===== config.mk =====
export PLATFORM = sky130hd
export DESIGN_NAME = display_link_protocol_engine
export DESIGN_NICKNAME = d
export VERILOG_FILES = /design/src/hw/rtl/dlpe_pkg.sv /design/src/hw/rtl/dlpe_front.sv /design/src/hw/rtl/dlpe_queue.sv /design/src/hw/rtl/dlpe_back.sv /design/src/hw/rtl/display_link_protocol_engine.sv
export SDC_FILE = /design/constraint.sdc
export NUM_CORES = 1
export LEC_CHECK = 0
export ABC_AREA = 0
export BUFFER_PORTS_ARGS = -buffer_cell sky130_fd_sc_hd__buf_2
export CAP_MARGIN = 30
export CORE_MARGIN = 2
export CORE_UTILIZATION = 41
export DETAILED_ROUTE_END_ITERATION = 7
export HOLD_SLACK_MARGIN = 0.03
export SKIP_LAST_GASP = 1
export SLEW_MARGIN = 25
export SYNTH_ARGS = -nofsm -noshare
export SYNTH_HDL_FRONTEND = slang
export SYNTH_SLANG_ARGS = --single-unit

===== constraint.sdc =====
create_clock -name i_clk -period 5.86 [get_ports i_clk]
set_clock_uncertainty 0.15 [all_clocks]
set_input_delay 0.293 -clock i_clk [delete_from_list [all_inputs] [get_ports i_clk]]
set_output_delay 0.293 -clock i_clk [all_outputs]
set_load 0.05 [all_outputs]

===== src/hw/rtl/dlpe_pkg.sv =====
// ----------------------------------------------------------------------------
// dlpe_pkg
// Shared types and constants of the display link protocol engine.
// ----------------------------------------------------------------------------
`default_nettype none

package dlpe_pkg;

    // Command codes
    localparam logic [2:0] CMD_REG_READ  = 3'd0;
    localparam logic [2:0] CMD_REG_WRITE = 3'd1;
    localparam logic [2:0] CMD_VAR_READ  = 3'd2;
    localparam logic [2:0] CMD_VAR_WRITE = 3'd3;
    localparam logic [2:0] CMD_PAYLOAD   = 3'd4;
    localparam logic [2:0] CMD_RX_BYTE   = 3'd5;

    // Result kinds
    localparam logic [1:0] KIND_TX     = 2'd0;
    localparam logic [1:0] KIND_READ   = 2'd1;
    localparam logic [1:0] KIND_UPLOAD = 2'd2;
    localparam logic [1:0] KIND_STATUS = 2'd3;

    // Status codes
    localparam logic [1:0] ST_OK       = 2'd0;
    localparam logic [1:0] ST_MISMATCH = 2'd1;
    localparam logic [1:0] ST_REJECT   = 2'd2;

    // Configuration register indexes
    localparam logic [1:0] CFG_HEADER_HIGH = 2'd0;
    localparam logic [1:0] CFG_HEADER_LOW  = 2'd1;

    localparam logic [7:0] HEADER_HIGH_RST = 8'h5A;
    localparam logic [7:0] HEADER_LOW_RST  = 8'hA5;
    localparam logic [7:0] ACK_HIGH        = 8'h4F;
    localparam logic [7:0] ACK_LOW         = 8'h4B;
    localparam logic [7:0] VAR_READ_MAX    = 8'h7D;

    localparam int MAX_BEATS       = 7;
    localparam int QUEUE_DEPTH_DEF = 4;

    typedef struct packed {
        logic [1:0]  kind;
        logic [15:0] value;
        logic        last;
        logic [1:0]  status;
    } t_beat;

    typedef struct packed {
        t_beat [MAX_BEATS-1:0] beats;
        logic  [2:0]           num;
    } t_job;

    // Frame opcode for a start command
    function automatic logic [7:0] opcode_of(input logic [1:0] op);
        logic [7:0] r;
        case (op)
            2'd0:    r = 8'h81;
            2'd1:    r = 8'h80;
            2'd2:    r = 8'h83;
            default: r = 8'h82;
        endcase
        return r;
    endfunction

    // Largest count a start command may carry
    function automatic logic [7:0] count_max(input logic [1:0] op);
        logic [7:0] r;
        case (op)
            2'd0:    r = 8'd251;
            2'd1:    r = 8'd252;
            2'd2:    r = VAR_READ_MAX;
            default: r = 8'd126;
        endcase
        return r;
    endfunction

endpackage

`default_nettype wire


===== src/hw/rtl/dlpe_front.sv =====
// ----------------------------------------------------------------------------
// dlpe_front
// Accepts commands and received bytes, tracks the transaction and upload
// deframer state, and turns each item into a job of result beats.
// ----------------------------------------------------------------------------
`default_nettype none

module dlpe_front (
    input  wire logic            i_clk,
    input  wire logic            i_rst_n,
    input  wire logic            i_cfg_we,
    input  wire logic [1:0]      i_cfg_index,
    input  wire logic [7:0]      i_cfg_data,
    input  wire logic            i_take,
    input  wire logic [2:0]      i_command,
    input  wire logic [15:0]     i_address,
    input  wire logic [7:0]      i_count,
    input  wire logic [15:0]     i_payload,
    input  wire logic [7:0]      i_rx_byte,
    output dlpe_pkg::t_job       o_job,
    output logic                 o_push
);

    typedef enum logic [3:0] {
        PH_IDLE    = 4'b0001,
        PH_PAYLOAD = 4'b0010,
        PH_ACK     = 4'b0100,
        PH_READ    = 4'b1000
    } t_phase;

    typedef enum logic [3:0] {
        UP_IDLE = 4'b0001,
        UP_HIGH = 4'b0010,
        UP_LOW  = 4'b0100,
        UP_DATA = 4'b1000
    } t_up;

    logic [7:0]  r_hdr_hi, r_hdr_lo;
    t_phase      r_phase, n_phase;
    logic [1:0]  r_op, n_op;
    logic [15:0] r_addr, n_addr;
    logic [7:0]  r_cnt, n_cnt;
    logic [7:0]  r_left, n_left;
    logic [8:0]  r_pos, n_pos;
    logic        r_mism, n_mism;
    logic [7:0]  r_held, n_held;
    t_up         r_up, n_up;
    logic [7:0]  r_up_len, n_up_len;
    logic [8:0]  r_up_pos, n_up_pos;

    dlpe_pkg::t_job job;

    // Hold the header registers
    always_ff @(posedge i_clk) begin
        if (!i_rst_n) begin
            r_hdr_hi <= dlpe_pkg::HEADER_HIGH_RST;
            r_hdr_lo <= dlpe_pkg::HEADER_LOW_RST;
        end else if (i_cfg_we) begin
            if (i_cfg_index == dlpe_pkg::CFG_HEADER_HIGH) r_hdr_hi <= i_cfg_data;
            if (i_cfg_index == dlpe_pkg::CFG_HEADER_LOW)  r_hdr_lo <= i_cfg_data;
        end
    end

    function automatic dlpe_pkg::t_beat mk(input logic [1:0] k, input logic [15:0] v,
                                           input logic l, input logic [1:0] s);
        dlpe_pkg::t_beat b;
        b.kind   = k;
        b.value  = v;
        b.last   = l;
        b.status = s;
        return b;
    endfunction

    // Classify the item and compute next state and result beats
    always_comb begin
        logic [2:0] k;
        logic [7:0] len;
        logic [7:0] exp_b;
        logic [9:0] total;
        logic       fin;
        logic       is_read;
        n_phase  = r_phase;  n_op = r_op;   n_addr = r_addr; n_cnt = r_cnt;
        n_left   = r_left;   n_pos = r_pos; n_mism = r_mism; n_held = r_held;
        n_up     = r_up;     n_up_len = r_up_len; n_up_pos = r_up_pos;
        job      = '0;
        k        = 3'd0;
        len      = 8'd0;
        exp_b    = 8'd0;
        total    = 10'd0;
        fin      = 1'b0;
        is_read  = (i_command == dlpe_pkg::CMD_REG_READ) ||
                   (i_command == dlpe_pkg::CMD_VAR_READ);
        case (i_command)
            dlpe_pkg::CMD_REG_READ, dlpe_pkg::CMD_REG_WRITE,
            dlpe_pkg::CMD_VAR_READ, dlpe_pkg::CMD_VAR_WRITE: begin
                if (r_phase != PH_IDLE || i_count == 8'd0 ||
                    i_count > dlpe_pkg::count_max(i_command[1:0])) begin
                    job.beats[0] = mk(dlpe_pkg::KIND_STATUS, 16'd0, 1'b0, dlpe_pkg::ST_REJECT);
                    job.num      = 3'd1;
                end else begin
                    if (is_read) len = 8'd4;
                    else if (i_command == dlpe_pkg::CMD_REG_WRITE) len = i_count + 8'd3;
                    else len = {i_count[6:0], 1'b0} + 8'd3;
                    job.beats[0] = mk(dlpe_pkg::KIND_TX, {8'd0, r_hdr_hi}, 1'b0, 2'd0);
                    job.beats[1] = mk(dlpe_pkg::KIND_TX, {8'd0, r_hdr_lo}, 1'b0, 2'd0);
                    job.beats[2] = mk(dlpe_pkg::KIND_TX, {8'd0, len}, 1'b0, 2'd0);
                    job.beats[3] = mk(dlpe_pkg::KIND_TX,
                                      {8'd0, dlpe_pkg::opcode_of(i_command[1:0])}, 1'b0, 2'd0);
                    job.beats[4] = mk(dlpe_pkg::KIND_TX, {8'd0, i_address[15:8]}, 1'b0, 2'd0);
                    job.beats[5] = mk(dlpe_pkg::KIND_TX, {8'd0, i_address[7:0]}, 1'b0, 2'd0);
                    job.beats[6] = mk(dlpe_pkg::KIND_TX, {8'd0, i_count}, 1'b0, 2'd0);
                    job.num      = is_read ? 3'd7 : 3'd6;
                    n_op     = i_command[1:0];
                    n_addr   = i_address;
                    n_cnt    = i_count;
                    n_left   = is_read ? 8'd0 : i_count;
                    n_pos    = 9'd0;
                    n_mism   = 1'b0;
                    n_held   = 8'd0;
                    n_up     = UP_IDLE;
                    n_up_len = 8'd0;
                    n_up_pos = 9'd0;
                    n_phase  = is_read ? PH_READ : PH_PAYLOAD;
                end
            end
            dlpe_pkg::CMD_PAYLOAD: begin
                if (r_phase != PH_PAYLOAD) begin
                    job.beats[0] = mk(dlpe_pkg::KIND_STATUS, 16'd0, 1'b0, dlpe_pkg::ST_REJECT);
                    job.num      = 3'd1;
                end else begin
                    if (r_op == dlpe_pkg::CMD_VAR_WRITE[1:0]) begin
                        job.beats[0] = mk(dlpe_pkg::KIND_TX, {8'd0, i_payload[15:8]}, 1'b0, 2'd0);
                        job.beats[1] = mk(dlpe_pkg::KIND_TX, {8'd0, i_payload[7:0]}, 1'b0, 2'd0);
                        job.num      = 3'd2;
                    end else begin
                        job.beats[0] = mk(dlpe_pkg::KIND_TX, {8'd0, i_payload[7:0]}, 1'b0, 2'd0);
                        job.num      = 3'd1;
                    end
                    n_left = r_left - 8'd1;
                    if (r_left == 8'd1) begin
                        n_phase = PH_ACK;
                        n_pos   = 9'd0;
                        n_mism  = 1'b0;
                    end
                end
            end
            dlpe_pkg::CMD_RX_BYTE: begin
                case (r_phase)
                    PH_IDLE: begin
                        // Unsolicited upload frame deframer
                        case (r_up)
                            UP_IDLE: if (i_rx_byte == r_hdr_hi) n_up = UP_HIGH;
                            UP_HIGH: n_up = (i_rx_byte == r_hdr_lo) ? UP_LOW : UP_IDLE;
                            UP_LOW: begin
                                n_up_len = i_rx_byte;
                                n_up_pos = 9'd0;
                                job.beats[0] = mk(dlpe_pkg::KIND_UPLOAD, {8'd0, r_hdr_hi},
                                                  1'b0, 2'd0);
                                job.beats[1] = mk(dlpe_pkg::KIND_UPLOAD, {8'd0, r_hdr_lo},
                                                  1'b0, 2'd0);
                                job.beats[2] = mk(dlpe_pkg::KIND_UPLOAD, {8'd0, i_rx_byte},
                                                  i_rx_byte == 8'd0, 2'd0);
                                job.num      = 3'd3;
                                n_up = (i_rx_byte == 8'd0) ? UP_IDLE : UP_DATA;
                            end
                            default: begin
                                n_up_pos = r_up_pos + 9'd1;
                                if (n_up_pos >= {1'b0, r_up_len}) begin
                                    job.beats[0] = mk(dlpe_pkg::KIND_UPLOAD, {8'd0, i_rx_byte},
                                                      1'b1, 2'd0);
                                    n_up     = UP_IDLE;
                                    n_up_len = 8'd0;
                                    n_up_pos = 9'd0;
                                end else begin
                                    job.beats[0] = mk(dlpe_pkg::KIND_UPLOAD, {8'd0, i_rx_byte},
                                                      1'b0, 2'd0);
                                end
                                job.num = 3'd1;
                            end
                        endcase
                    end
                    PH_ACK: begin
                        case (r_pos[2:0])
                            3'd0:    exp_b = r_hdr_hi;
                            3'd1:    exp_b = r_hdr_lo;
                            3'd2:    exp_b = 8'd3;
                            3'd3:    exp_b = dlpe_pkg::opcode_of(r_op);
                            3'd4:    exp_b = dlpe_pkg::ACK_HIGH;
                            default: exp_b = dlpe_pkg::ACK_LOW;
                        endcase
                        n_mism = r_mism | (i_rx_byte != exp_b);
                        n_pos  = r_pos + 9'd1;
                        if (n_pos >= 9'd6) begin
                            job.beats[0] = mk(dlpe_pkg::KIND_STATUS, 16'd0, 1'b0,
                                              n_mism ? dlpe_pkg::ST_MISMATCH : dlpe_pkg::ST_OK);
                            job.num  = 3'd1;
                            n_phase  = PH_IDLE;
                            n_left   = 8'd0;
                            n_pos    = 9'd0;
                            n_up     = UP_IDLE;
                            n_up_len = 8'd0;
                            n_up_pos = 9'd0;
                        end
                    end
                    PH_READ: begin
                        total = (r_op == dlpe_pkg::CMD_VAR_READ[1:0]) ?
                                10'd7 + {1'b0, r_cnt, 1'b0} : 10'd7 + {2'b0, r_cnt};
                        fin   = ({1'b0, r_pos} + 10'd1) >= total;
                        case (r_pos[2:0])
                            3'd0: exp_b = r_hdr_hi;
                            3'd1: exp_b = r_hdr_lo;
                            3'd2: exp_b = (r_op == dlpe_pkg::CMD_VAR_READ[1:0]) ?
                                          {r_cnt[6:0], 1'b0} + 8'd4 : r_cnt + 8'd4;
                            3'd3: exp_b = dlpe_pkg::opcode_of(r_op);
                            3'd4: exp_b = r_addr[15:8];
                            3'd5: exp_b = r_addr[7:0];
                            default: exp_b = r_cnt;
                        endcase
                        if (r_pos < 9'd7) begin
                            if (i_rx_byte != exp_b) n_mism = 1'b1;
                        end else if (r_op == dlpe_pkg::CMD_VAR_READ[1:0]) begin
                            if (r_pos[0]) begin
                                n_held = i_rx_byte;
                            end else if (!r_mism) begin
                                job.beats[0] = mk(dlpe_pkg::KIND_READ, {r_held, i_rx_byte},
                                                  fin, 2'd0);
                                k = 3'd1;
                            end
                        end else if (!r_mism) begin
                            job.beats[0] = mk(dlpe_pkg::KIND_READ, {8'd0, i_rx_byte}, fin, 2'd0);
                            k = 3'd1;
                        end
                        n_pos = r_pos + 9'd1;
                        if (fin) begin
                            job.beats[k] = mk(dlpe_pkg::KIND_STATUS, 16'd0, 1'b0,
                                              n_mism ? dlpe_pkg::ST_MISMATCH : dlpe_pkg::ST_OK);
                            k        = k + 3'd1;
                            n_phase  = PH_IDLE;
                            n_left   = 8'd0;
                            n_pos    = 9'd0;
                            n_up     = UP_IDLE;
                            n_up_len = 8'd0;
                            n_up_pos = 9'd0;
                        end
                        job.num = k;
                    end
                    default: begin
                        // Drop received bytes during the write payload phase
                    end
                endcase
            end
            default: begin
                job.beats[0] = mk(dlpe_pkg::KIND_STATUS, 16'd0, 1'b0, dlpe_pkg::ST_REJECT);
                job.num      = 3'd1;
            end
        endcase
    end

    assign o_job  = job;
    assign o_push = i_take && (job.num != 3'd0);

    // Advance state on an accepted beat
    always_ff @(posedge i_clk) begin
        if (!i_rst_n) begin
            r_phase  <= PH_IDLE;
            r_op     <= 2'd0;
            r_addr   <= 16'd0;
            r_cnt    <= 8'd0;
            r_left   <= 8'd0;
            r_pos    <= 9'd0;
            r_mism   <= 1'b0;
            r_held   <= 8'd0;
            r_up     <= UP_IDLE;
            r_up_len <= 8'd0;
            r_up_pos <= 9'd0;
        end else if (i_take) begin
            r_phase  <= n_phase;
            r_op     <= n_op;
            r_addr   <= n_addr;
            r_cnt    <= n_cnt;
            r_left   <= n_left;
            r_pos    <= n_pos;
            r_mism   <= n_mism;
            r_held   <= n_held;
            r_up     <= n_up;
            r_up_len <= n_up_len;
            r_up_pos <= n_up_pos;
        end
    end

    a_deframer_idle_in_txn: assert property (@(posedge i_clk) disable iff (!i_rst_n)
        (r_phase != PH_IDLE) |-> (r_up == UP_IDLE))
        else $error("deframer active during a transaction");

    a_payload_left: assert property (@(posedge i_clk) disable iff (!i_rst_n)
        (r_phase == PH_PAYLOAD) |-> (r_left != 8'd0))
        else $error("payload phase with nothing left");

endmodule

`default_nettype wire


===== src/hw/rtl/dlpe_queue.sv =====
// ----------------------------------------------------------------------------
// dlpe_queue
// Short job queue between the front and back parts.
// ----------------------------------------------------------------------------
`default_nettype none

module dlpe_queue #(
    parameter int DEPTH = dlpe_pkg::QUEUE_DEPTH_DEF
) (
    input  wire logic           i_clk,
    input  wire logic           i_rst_n,
    input  wire logic           i_push,
    input  wire dlpe_pkg::t_job i_job,
    input  wire logic           i_pop,
    output dlpe_pkg::t_job      o_job,
    output logic                o_empty,
    output logic                o_full
);

    localparam int PW = (DEPTH > 1) ? $clog2(DEPTH) : 1;
    localparam int CW = $clog2(DEPTH + 1);

    dlpe_pkg::t_job r_mem [DEPTH];
    logic [PW-1:0]  r_wp, r_rp;
    logic [CW-1:0]  r_cnt;

    assign o_empty = (r_cnt == CW'(0));
    assign o_full  = (r_cnt == CW'(DEPTH));
    assign o_job   = r_mem[r_rp];

    // Store pushed jobs
    always_ff @(posedge i_clk) begin
        if (i_push) r_mem[r_wp] <= i_job;
    end

    // Advance pointers and fill count
    always_ff @(posedge i_clk) begin
        if (!i_rst_n) begin
            r_wp  <= '0;
            r_rp  <= '0;
            r_cnt <= '0;
        end else begin
            if (i_push) r_wp <= (r_wp == PW'(DEPTH - 1)) ? '0 : r_wp + PW'(1);
            if (i_pop)  r_rp <= (r_rp == PW'(DEPTH - 1)) ? '0 : r_rp + PW'(1);
            if (i_push && !i_pop)      r_cnt <= r_cnt + CW'(1);
            else if (!i_push && i_pop) r_cnt <= r_cnt - CW'(1);
        end
    end

    a_no_overflow: assert property (@(posedge i_clk) disable iff (!i_rst_n)
        !(i_push && o_full))
        else $error("push into full queue");

    a_no_underflow: assert property (@(posedge i_clk) disable iff (!i_rst_n)
        !(i_pop && o_empty))
        else $error("pop from empty queue");

endmodule

`default_nettype wire


===== src/hw/rtl/dlpe_back.sv =====
// ----------------------------------------------------------------------------
// dlpe_back
// Pops jobs from the queue and sends their result beats one per cycle unless stalled.
// ----------------------------------------------------------------------------
`default_nettype none

module dlpe_back (
    input  wire logic           i_clk,
    input  wire logic           i_rst_n,
    input  wire dlpe_pkg::t_job i_job,
    input  wire logic           i_empty,
    output logic                o_pop,
    output logic                o_valid,
    input  wire logic           i_stall,
    output dlpe_pkg::t_beat     o_beat
);

    dlpe_pkg::t_job r_job;
    logic [2:0]     r_idx;
    logic           r_busy;
    logic           done;

    assign done    = r_busy && !i_stall && (r_idx + 3'd1 == r_job.num);
    assign o_pop   = (!r_busy || done) && !i_empty;
    assign o_valid = r_busy;
    assign o_beat  = r_job.beats[r_idx];

    // Load a new job or step through the current one
    always_ff @(posedge i_clk) begin
        if (!i_rst_n) begin
            r_busy <= 1'b0;
            r_idx  <= 3'd0;
            r_job  <= '0;
        end else if (o_pop) begin
            r_job  <= i_job;
            r_idx  <= 3'd0;
            r_busy <= 1'b1;
        end else if (done) begin
            r_busy <= 1'b0;
            r_idx  <= 3'd0;
        end else if (r_busy && !i_stall) begin
            r_idx <= r_idx + 3'd1;
        end
    end

    a_idx_in_job: assert property (@(posedge i_clk) disable iff (!i_rst_n)
        r_busy |-> (r_idx < r_job.num))
        else $error("beat index past job end");

    a_hold_on_stall: assert property (@(posedge i_clk) disable iff (!i_rst_n)
        (r_busy && i_stall) |=> (r_busy && $stable(r_idx)))
        else $error("beat moved while stalled");

endmodule

`default_nettype wire


===== src/hw/rtl/display_link_protocol_engine.sv =====
// ----------------------------------------------------------------------------
// display_link_protocol_engine
// Host side of a serial display link: frames commands, checks echoes and
// acknowledges, forwards read data and deframes unsolicited uploads.
// ----------------------------------------------------------------------------
// Path: an accepted item's result beats are written into the job queue and
// then loaded into the back part, which presents them on the output in order.
// Throughput: one item per cycle while the queue is not full; the back part
// emits one beat per cycle unless the output stalls; an item has up to 7 results.
// The job queue (default 4 deep) absorbs bursts; input stalls when it is full.
// Reset: synchronous active low; clears all state, headers to 5A/A5.
`default_nettype none

module display_link_protocol_engine #(
    parameter int QUEUE_DEPTH = dlpe_pkg::QUEUE_DEPTH_DEF
) (
    input  wire logic        i_clk,
    input  wire logic        i_rst_n,
    input  wire logic        i_cfg_valid,
    output logic             o_cfg_ready,
    input  wire logic [1:0]  i_cfg_index,
    input  wire logic [7:0]  i_cfg_data,
    input  wire logic        i_in_valid,
    output logic             o_in_stall,
    input  wire logic [2:0]  i_command,
    input  wire logic [15:0] i_address,
    input  wire logic [7:0]  i_count,
    input  wire logic [15:0] i_payload,
    input  wire logic [7:0]  i_rx_byte,
    output logic             o_out_valid,
    input  wire logic        i_out_stall,
    output logic [1:0]       o_kind,
    output logic [15:0]      o_value,
    output logic             o_last,
    output logic [1:0]       o_status
);

    dlpe_pkg::t_job  f_job, q_job;
    dlpe_pkg::t_beat beat;
    logic            push, pop, empty, full, take;

    assign o_cfg_ready = 1'b1;
    assign o_in_stall  = full;
    assign take        = i_in_valid && !full;

    dlpe_front u_front (
        .i_clk       (i_clk),
        .i_rst_n     (i_rst_n),
        .i_cfg_we    (i_cfg_valid),
        .i_cfg_index (i_cfg_index),
        .i_cfg_data  (i_cfg_data),
        .i_take      (take),
        .i_command   (i_command),
        .i_address   (i_address),
        .i_count     (i_count),
        .i_payload   (i_payload),
        .i_rx_byte   (i_rx_byte),
        .o_job       (f_job),
        .o_push      (push)
    );

    dlpe_queue #(.DEPTH(QUEUE_DEPTH)) u_queue (
        .i_clk   (i_clk),
        .i_rst_n (i_rst_n),
        .i_push  (push),
        .i_job   (f_job),
        .i_pop   (pop),
        .o_job   (q_job),
        .o_empty (empty),
        .o_full  (full)
    );

    dlpe_back u_back (
        .i_clk   (i_clk),
        .i_rst_n (i_rst_n),
        .i_job   (q_job),
        .i_empty (empty),
        .o_pop   (pop),
        .o_valid (o_out_valid),
        .i_stall (i_out_stall),
        .o_beat  (beat)
    );

    assign o_kind   = beat.kind;
    assign o_value  = beat.value;
    assign o_last   = beat.last;
    assign o_status = beat.status;

    a_status_only_with_kind: assert property (@(posedge i_clk) disable iff (!i_rst_n)
        (o_out_valid && o_kind != dlpe_pkg::KIND_STATUS) |-> (o_status == dlpe_pkg::ST_OK))
        else $error("status set on a non-status beat");

endmodule

`default_nettype wire


Word-level counts from Yosys, hierarchy flattened
Memories as Yosys holds them, arrays and structs flattened. A register that Yosys moved wholly into a read port is not among the register bits.
Index checks and enable logic that the tools add are counted.
W data, S select, Z words.

storage, ports and cells
  bits of input ports = 66
  output and inout port bits = 24
  register bits = 104
  memories kept = 1
  RAM bits = 600

cells by class
  equality and inequality tests = 48
  multiplexer cells = 116
  add/subtract/negate cells = 16
  $lt $le $gt $ge = 8
  reduce and logical (&&, ||, !) cells = 45
  bitwise logic cells = 3

memories
  memory         words  width  rd ports  clocked after memory_dff  wr ports  line              text
  u_queue.r_mem  4      150    1         1                         1         dlpe_queue.sv:23  dlpe_pkg::t_job r_mem [DEPTH];

operators with widths
  kind              number
  $pmux W105 S2     1
  $mux W21          8
  $mux W8           19
  $bwmux W147       1
  $mux W147         1
  $pmux W24 S3      2
  $mux W116         1
  $mux W84          1
  $pmux W42 S2      1
  $mux W24          3
  $mux W9           8
  $pmux W8 S3       3
  $pmux W8 S2       4
  $bmux W21 S3      1
  $demux W21 S3     1
  $pmux W21 S3      1
  $pmux W9 S2       3
  $pmux W9 S3       2
  $pmux W24 S2      1
  $pmux W8 S6       1
  $mux W42          1
  $mux W20          2
  $mux W4           10
  $pmux W8 S5       1
  68 further kinds  159

Logic depth before layout (Yosys ltp)
  depth after elaboration = 21
  depth in mapped cells = 23

Cells and area by module
A second synthesis with hierarchy kept.

unflattened totals
  cells, all modules = 2759
  area total of the unflattened synthesis = 37795.0 sq um

by module, submodules not included
  module                        area an instance (sq um)  times used  cells an instance
  dlpe_queue                    22084.9                   1           828
  dlpe_front                    8356.8                    1           1129
  dlpe_back                     7328.3                    1           799
  display_link_protocol_engine  25.0                      1           3

Least setup slack after synthesis
No wires, ideal clock.

  kind = register -> register
  from = register u_front.r_op[0]
  to = memory u_queue.r_mem[1][0] (netlist name), enable pin
  setup time = 0.438 ns
  stages on the path, launching flop included = 15
  buffers on the path = 3
  arrival = 5.107 ns
  clock period less this slack = 5.695 ns
  path slack = 0.165 ns
  cell sequence = dfxtp_1 > nand2b_1 > buf_2 > buf_1 > clkbuf_1 > nand2_1 > ha_1 > nand2b_1 > a21o_1 > a2111oi_0 > o31ai_1 > ha_1 > nand2_1 > a31oi_2 > and2_1

on the way
  cells in the longest elaborated chain, start to end = 13
  elaborated cells between the ends (all ways) = 18
  classes of those cells = add/sub: 1; order compare: 1; eq/ne: 2; mux: 12; reduce/logical: 2

ends and longest elaborated chain
  element                            line                                  text
  start, declared                    dlpe_front.sv:40                      logic [1:0] r_op, n_op;
  start signal, assigned             dlpe_front.sv:278                     r_op <= n_op;
  $eq A2 B2 Y1                       dlpe_front.sv:206, dlpe_front.sv:221
  $mux W3                            dlpe_front.sv:221                     end else if (r_op == dlpe_pkg::CMD_VAR_READ[1:0]) begin
  $mux W3                            dlpe_front.sv:219                     if (r_pos < 9'd7) begin
  $mux W3                            dlpe_front.sv:148                     case (r_phase)
  $mux W3                            dlpe_front.sv:93                      case (i_command)
  $add A3 B1 Y3                      dlpe_front.sv:237                     k = k + 3'd1;
  $mux W3                            dlpe_front.sv:234                     if (fin) begin
  $pmux W24 S3                       dlpe_front.sv:148
  $pmux W24 S3 (*)                   dlpe_front.sv:93
  $reduce_bool A3 Y1 (*)             dlpe_front.sv:260                     assign o_push = i_take && (job.num != 3'd0);
  $logic_and A1 B1 Y1 (*)            dlpe_front.sv:260
  named net push                     display_link_protocol_engine.sv:40    logic push, pop, empty, full, take;
  $mux W1 (*)                        dlpe_queue.sv:33                      if (i_push) r_mem[r_wp] <= i_job;
  $mux W1 (implied by the code) (*)  dlpe_queue.sv:33
  end, declared                      dlpe_queue.sv:23

Mark *: on every way through the listed nets, which the timed path passes. The rest lies on a longest branch. The select of a mux whose other input is x is not followed.

Final worst setup path
  from = register u_front.r_op[1]
  to = register u_queue.r_cnt[2]

on the way
  cells in the longest elaborated chain, start to end = 14
  elaborated cells between the ends (all ways) = 21
  classes of those cells = add/sub: 1; order compare: 1; eq/ne: 2; mux: 11; reduce/logical: 6

ends and longest elaborated chain
  element                              line                                  text
  $eq A2 B2 Y1                         dlpe_front.sv:206, dlpe_front.sv:221
  $mux W3                              dlpe_front.sv:221
  $mux W3                              dlpe_front.sv:219
  $mux W3                              dlpe_front.sv:148
  $mux W3                              dlpe_front.sv:93
  $add A3 B1 Y3                        dlpe_front.sv:237
  $mux W3                              dlpe_front.sv:234
  $pmux W24 S3                         dlpe_front.sv:148
  $pmux W24 S3 (*)                     dlpe_front.sv:93
  $reduce_bool A3 Y1 (*)               dlpe_front.sv:260
  $logic_and A1 B1 Y1 (*)              dlpe_front.sv:260
  named net push                       display_link_protocol_engine.sv:40
  $logic_not A1 Y1                     dlpe_queue.sv:46                      else if (!i_push && i_pop) r_cnt <= r_cnt - CW'(1);
  $logic_and A1 B1 Y1                  dlpe_queue.sv:46
  $reduce_bool A2 Y1 (no source line)  n/a
  end signal, assigned                 dlpe_queue.sv:45                      if (i_push && !i_pop) r_cnt <= r_cnt + CW'(1);
  end signal, assigned                 dlpe_queue.sv:46
  end, declared                        dlpe_queue.sv:25                      logic [CW-1:0] r_cnt;

Marks and branches as above.
A chain may end at the register's enable or synchronous reset.

==> flow_summary.yaml <==
run_status:
  status: "finished clean"
sta:
  finalSetupTns_ns: 0
  worstMarginPinSlew_ns: 0.940
  timing.final.hold_violations: 0
  setup_violations: 0
  clock.fmax_mhz: 184
  slew_headroom_pct: 35.7
  whs_ns: 0.0507
  rsz0062_at_grt: "false"
  period_share_pct: 92.8
  report.final.slew_viol_count: 0
  fin_crit_ns: 5.44
global_route:
  grtUsageMet2_pct: 34.9
  grt_use_total_pct: 22.1
  gr-usage-met3_pct: 2.77
  grt_use_met1_pct: 31.8
  grt_antenna_before_repair: 5
  grt_pass1_vias: 14900
  busiest_layer: "met2"
  grt_pass1_wl_mm: 91.6
  grt_max_degree: 84
  grt-ovfl-total: 0
die:
  die_area_mm2: 0.0550
  fp-row-count: 84
  core_mm2: 0.0526
  floorplan.initialDensity_pct: 41.5
  die_w_um: 235
  die_y_um: 235
  ios: 90
cells_and_area:
  antenna_cells: 0
  final_common_cell: "edfxtp_1"
  final_nets: 2072
  final_cell_count_no_fill: 2684
  fin_util_pct: 47.9
  regArea_mm2: 0.0122
  fillers: 4745
  multi_input_area_mm2: 0.00898
  layout_common_cells: "288 x edfxtp_1, 240 x nand2_1, 174 x dfxtp_1"
  final_layout_size_suffix_gt1_share_pct: 16.2
  syn_to_final_growth_pct: 15.6
route:
  drtIter0Drc: 1393
  ant_nets: 0
  wl_per_cell_um: 22.4
  avgViaCountPerCell: 5.69
  wirelength_mm: 60.1
  vias: 15300
  drtPass1Iterations: 5
  drc: 0
synth:
  synth-warning-count: 0
  synth_edf_count: 288
  yosysTopAreaCell: "edfxtp_1"
  ys_seq_area_share_pct: 55.9
  synth_seq_cells: 464
  synth_top_flop_cell: "edfxtp_1"
  synthCells: 1857
  synth.top_cells.by_area: "edfxtp_1 40%, dfxtp_1 16%, mux4_2 7.9%, nand2_1 4.1%, a21oi_1 3.4%"
  synthArstFlopShare_pct: 0
  syn-cell-area_mm2: 0.0218
  synth_top_cell_area_share_pct: 39.7
  synth.distinct_cells: 92
  avgSynthCellArea_um2: 11.7
setup_path:
  worstPathRequired_ns: 6.22
  slowest_delay_ns: 0.52
  path_common_cell: "ha_1"
  crit_fanout: 8
  path_cells: "nor2b_1 -> nand2_1 -> or3_1 -> a21oi_1 -> a31oi_1 -> ha_1 -> nand4_1 -> o31ai_2 -> ha_1 -> and3_1 -> o21bai_1 -> nor4_1 -> a31oi_2 -> ha_1 -> inv_1 -> fa_1 -> xor2_1 -> or3_1 -> a21oi_1"
  worstPathArrival_ns: 5.79
  cp-start-kind: "flop"
  rrSetupSlack_ns: 0.42
  slowest_stage: "o31ai_2"
  critical_path_class: "flop to flop"
  endpoint_kind: "flop"
clock_network:
  post_cts_buffers: 0
  cts_sinks: 464
  insertion_delay_ns: 0.59
  clkTransAtPathRegs_ns: 0.06
  clock_path_buffers: 3
  ctsHtreeMaxLevel: 2
  numCtsBuffers: 49
  cts-root-buf: "clkbuf_16"
  cts_tree: "built"
placed_design:
  dp.cells: 2544
  gp_congestion: 0.878
  hpwl_mm: 42.0
  portBuffers: 88
pwr:
  powerDensity_mw_per_mm2: 399
  p_leak_uw: 0.00892
  peakVddDrop_mv: 0.294
job:
  cap_viol_max_count: 0
min_path:
  hold_path_class: "input pin to flop"
-- cell families (layout without fill, tap and decap cells) --
kind of cell,count (synthesis),after routing,synth area share (%)
AOI/OAI and AO/OA,361,361,11.1
xor gates and xnor gates,60,60,2.41
adders and majority gates,50,50,2.91
buffers and inverters,172,307,3.24
DFF,464,464,55.9
muxes,154,154,11.5
other,2,5,0.0345
and+or+nand+nor,594,595,13.0
-- report_power, final --
part           internal, µW  switching (µW)  leakage [µW]
Sequential             3910             267       0.00410
Clock                  2060            1340      0.000859
Combinational           946            1530       0.00395
Total                  6920            3130       0.00892
-- final timing paths --
check,from,endpoint,cells past startpoint
setup reg to reg,u_front.r_op[1]$_SDFFE_PN0P_,u_queue.r_cnt[2]$_SDFFE_PN0P_,19
setup / recovery,u_front.r_op[1]$_SDFFE_PN0P_,u_queue.r_cnt[2]$_SDFFE_PN0P_,19
hold reg to reg,u_back.r_job[22]$_SDFFE_PN0P_,u_back.r_job[22]$_SDFFE_PN0P_,2
hold / removal,i_count[4],u_front.r_cnt[4]$_SDFFE_PN0P_,3
-- what timing repair did --
item | 4_1_cts | 5_1_grt
resized for setup | 0 | 3
setup endpoints to repair | 0 | 133
hold buffers | 47 | 0
hold endpoints to repair | 95 | 0
-- critical path, delay by kind of cell (launching register included) --
| family | cells | cell delay [ns] |
|---|---|---|
| AO/OA/AOI/OAI | 6 | 1.55 |
| XOR/XNOR | 1 | 0.18 |
| adder cells (fa/ha/maj) | 4 | 1.19 |
| buffers and inverters | 1 | 0.07 |
| flip-flops | 1 | 0.32 |
| AND/OR/NAND/NOR | 7 | 1.87 |
-- flip-flops by register name, indices dropped and copies added (netlist names), 4 cells and up --
register	cells
u_front.r_cnt	8
u_front.r_pos	9
u_front.r_hdr_hi	8
u_front.r_hdr_lo	8
u_front.r_up_len	8
u_front.r_up_pos	9
u_queue.r_mem	288
u_back.r_job	72
u_front.r_addr	16
u_front.r_left	8
u_front.r_phase	4
u_front.r_held	8
u_front.r_up	4
-- metal layers --
| layer | share of wire (%) | vias up |
|---|---|---|
| met5 | 0.022 | - |
| met4 | 2.6 | 2 |
| met3 | 5.6 | 97 |
| met2 | 46 | 455 |
| met1 | 46 | 7621 |
| li1 | - | 7096 |
-- synthesized netlist by cell type (all sizes together), types with 12 or more instances --
cell	n
nor2	120
nand2	241
nor2b	12
ha	49
xor2	37
clkbuf	92
and2	53
nor4	13
xnor2	23
buf	32
mux2i	73
a22oi	22
mux4	76
or3	12
a21oi	148
nand4	13
nand2b	12
edfxtp	288
dfxtp	176
nand3	50
a22o	18
nor3	25
o21ai	44
a2111oi	13
inv	46
-- cell type report --
cell class	instances	share of cell area [%]
Tap cell	688	3.42
Inverter	47	0.711
Sequential cell	464	48.4
Timing Repair Buffer	169	4.81
Clock buffer	59	5.10
Multi-Input combinational cell	1225	35.7
Clock inverter	32	1.92
-- per-stage QoR --
stage / power, µW / setup WS (ns) / cell area [µm²]
global route: 10500 / 0.0313 / 25200
global placement: 6670 / 0.303 / 22900
CTS: 10100 / 0.132 / 25200
floorplan: 5930 / 0.165 / 21800
finish: 10100 / 0.425 / 25200
detailed placement: 6720 / 0.165 / 22900
(Power assumes the default switching activity.)
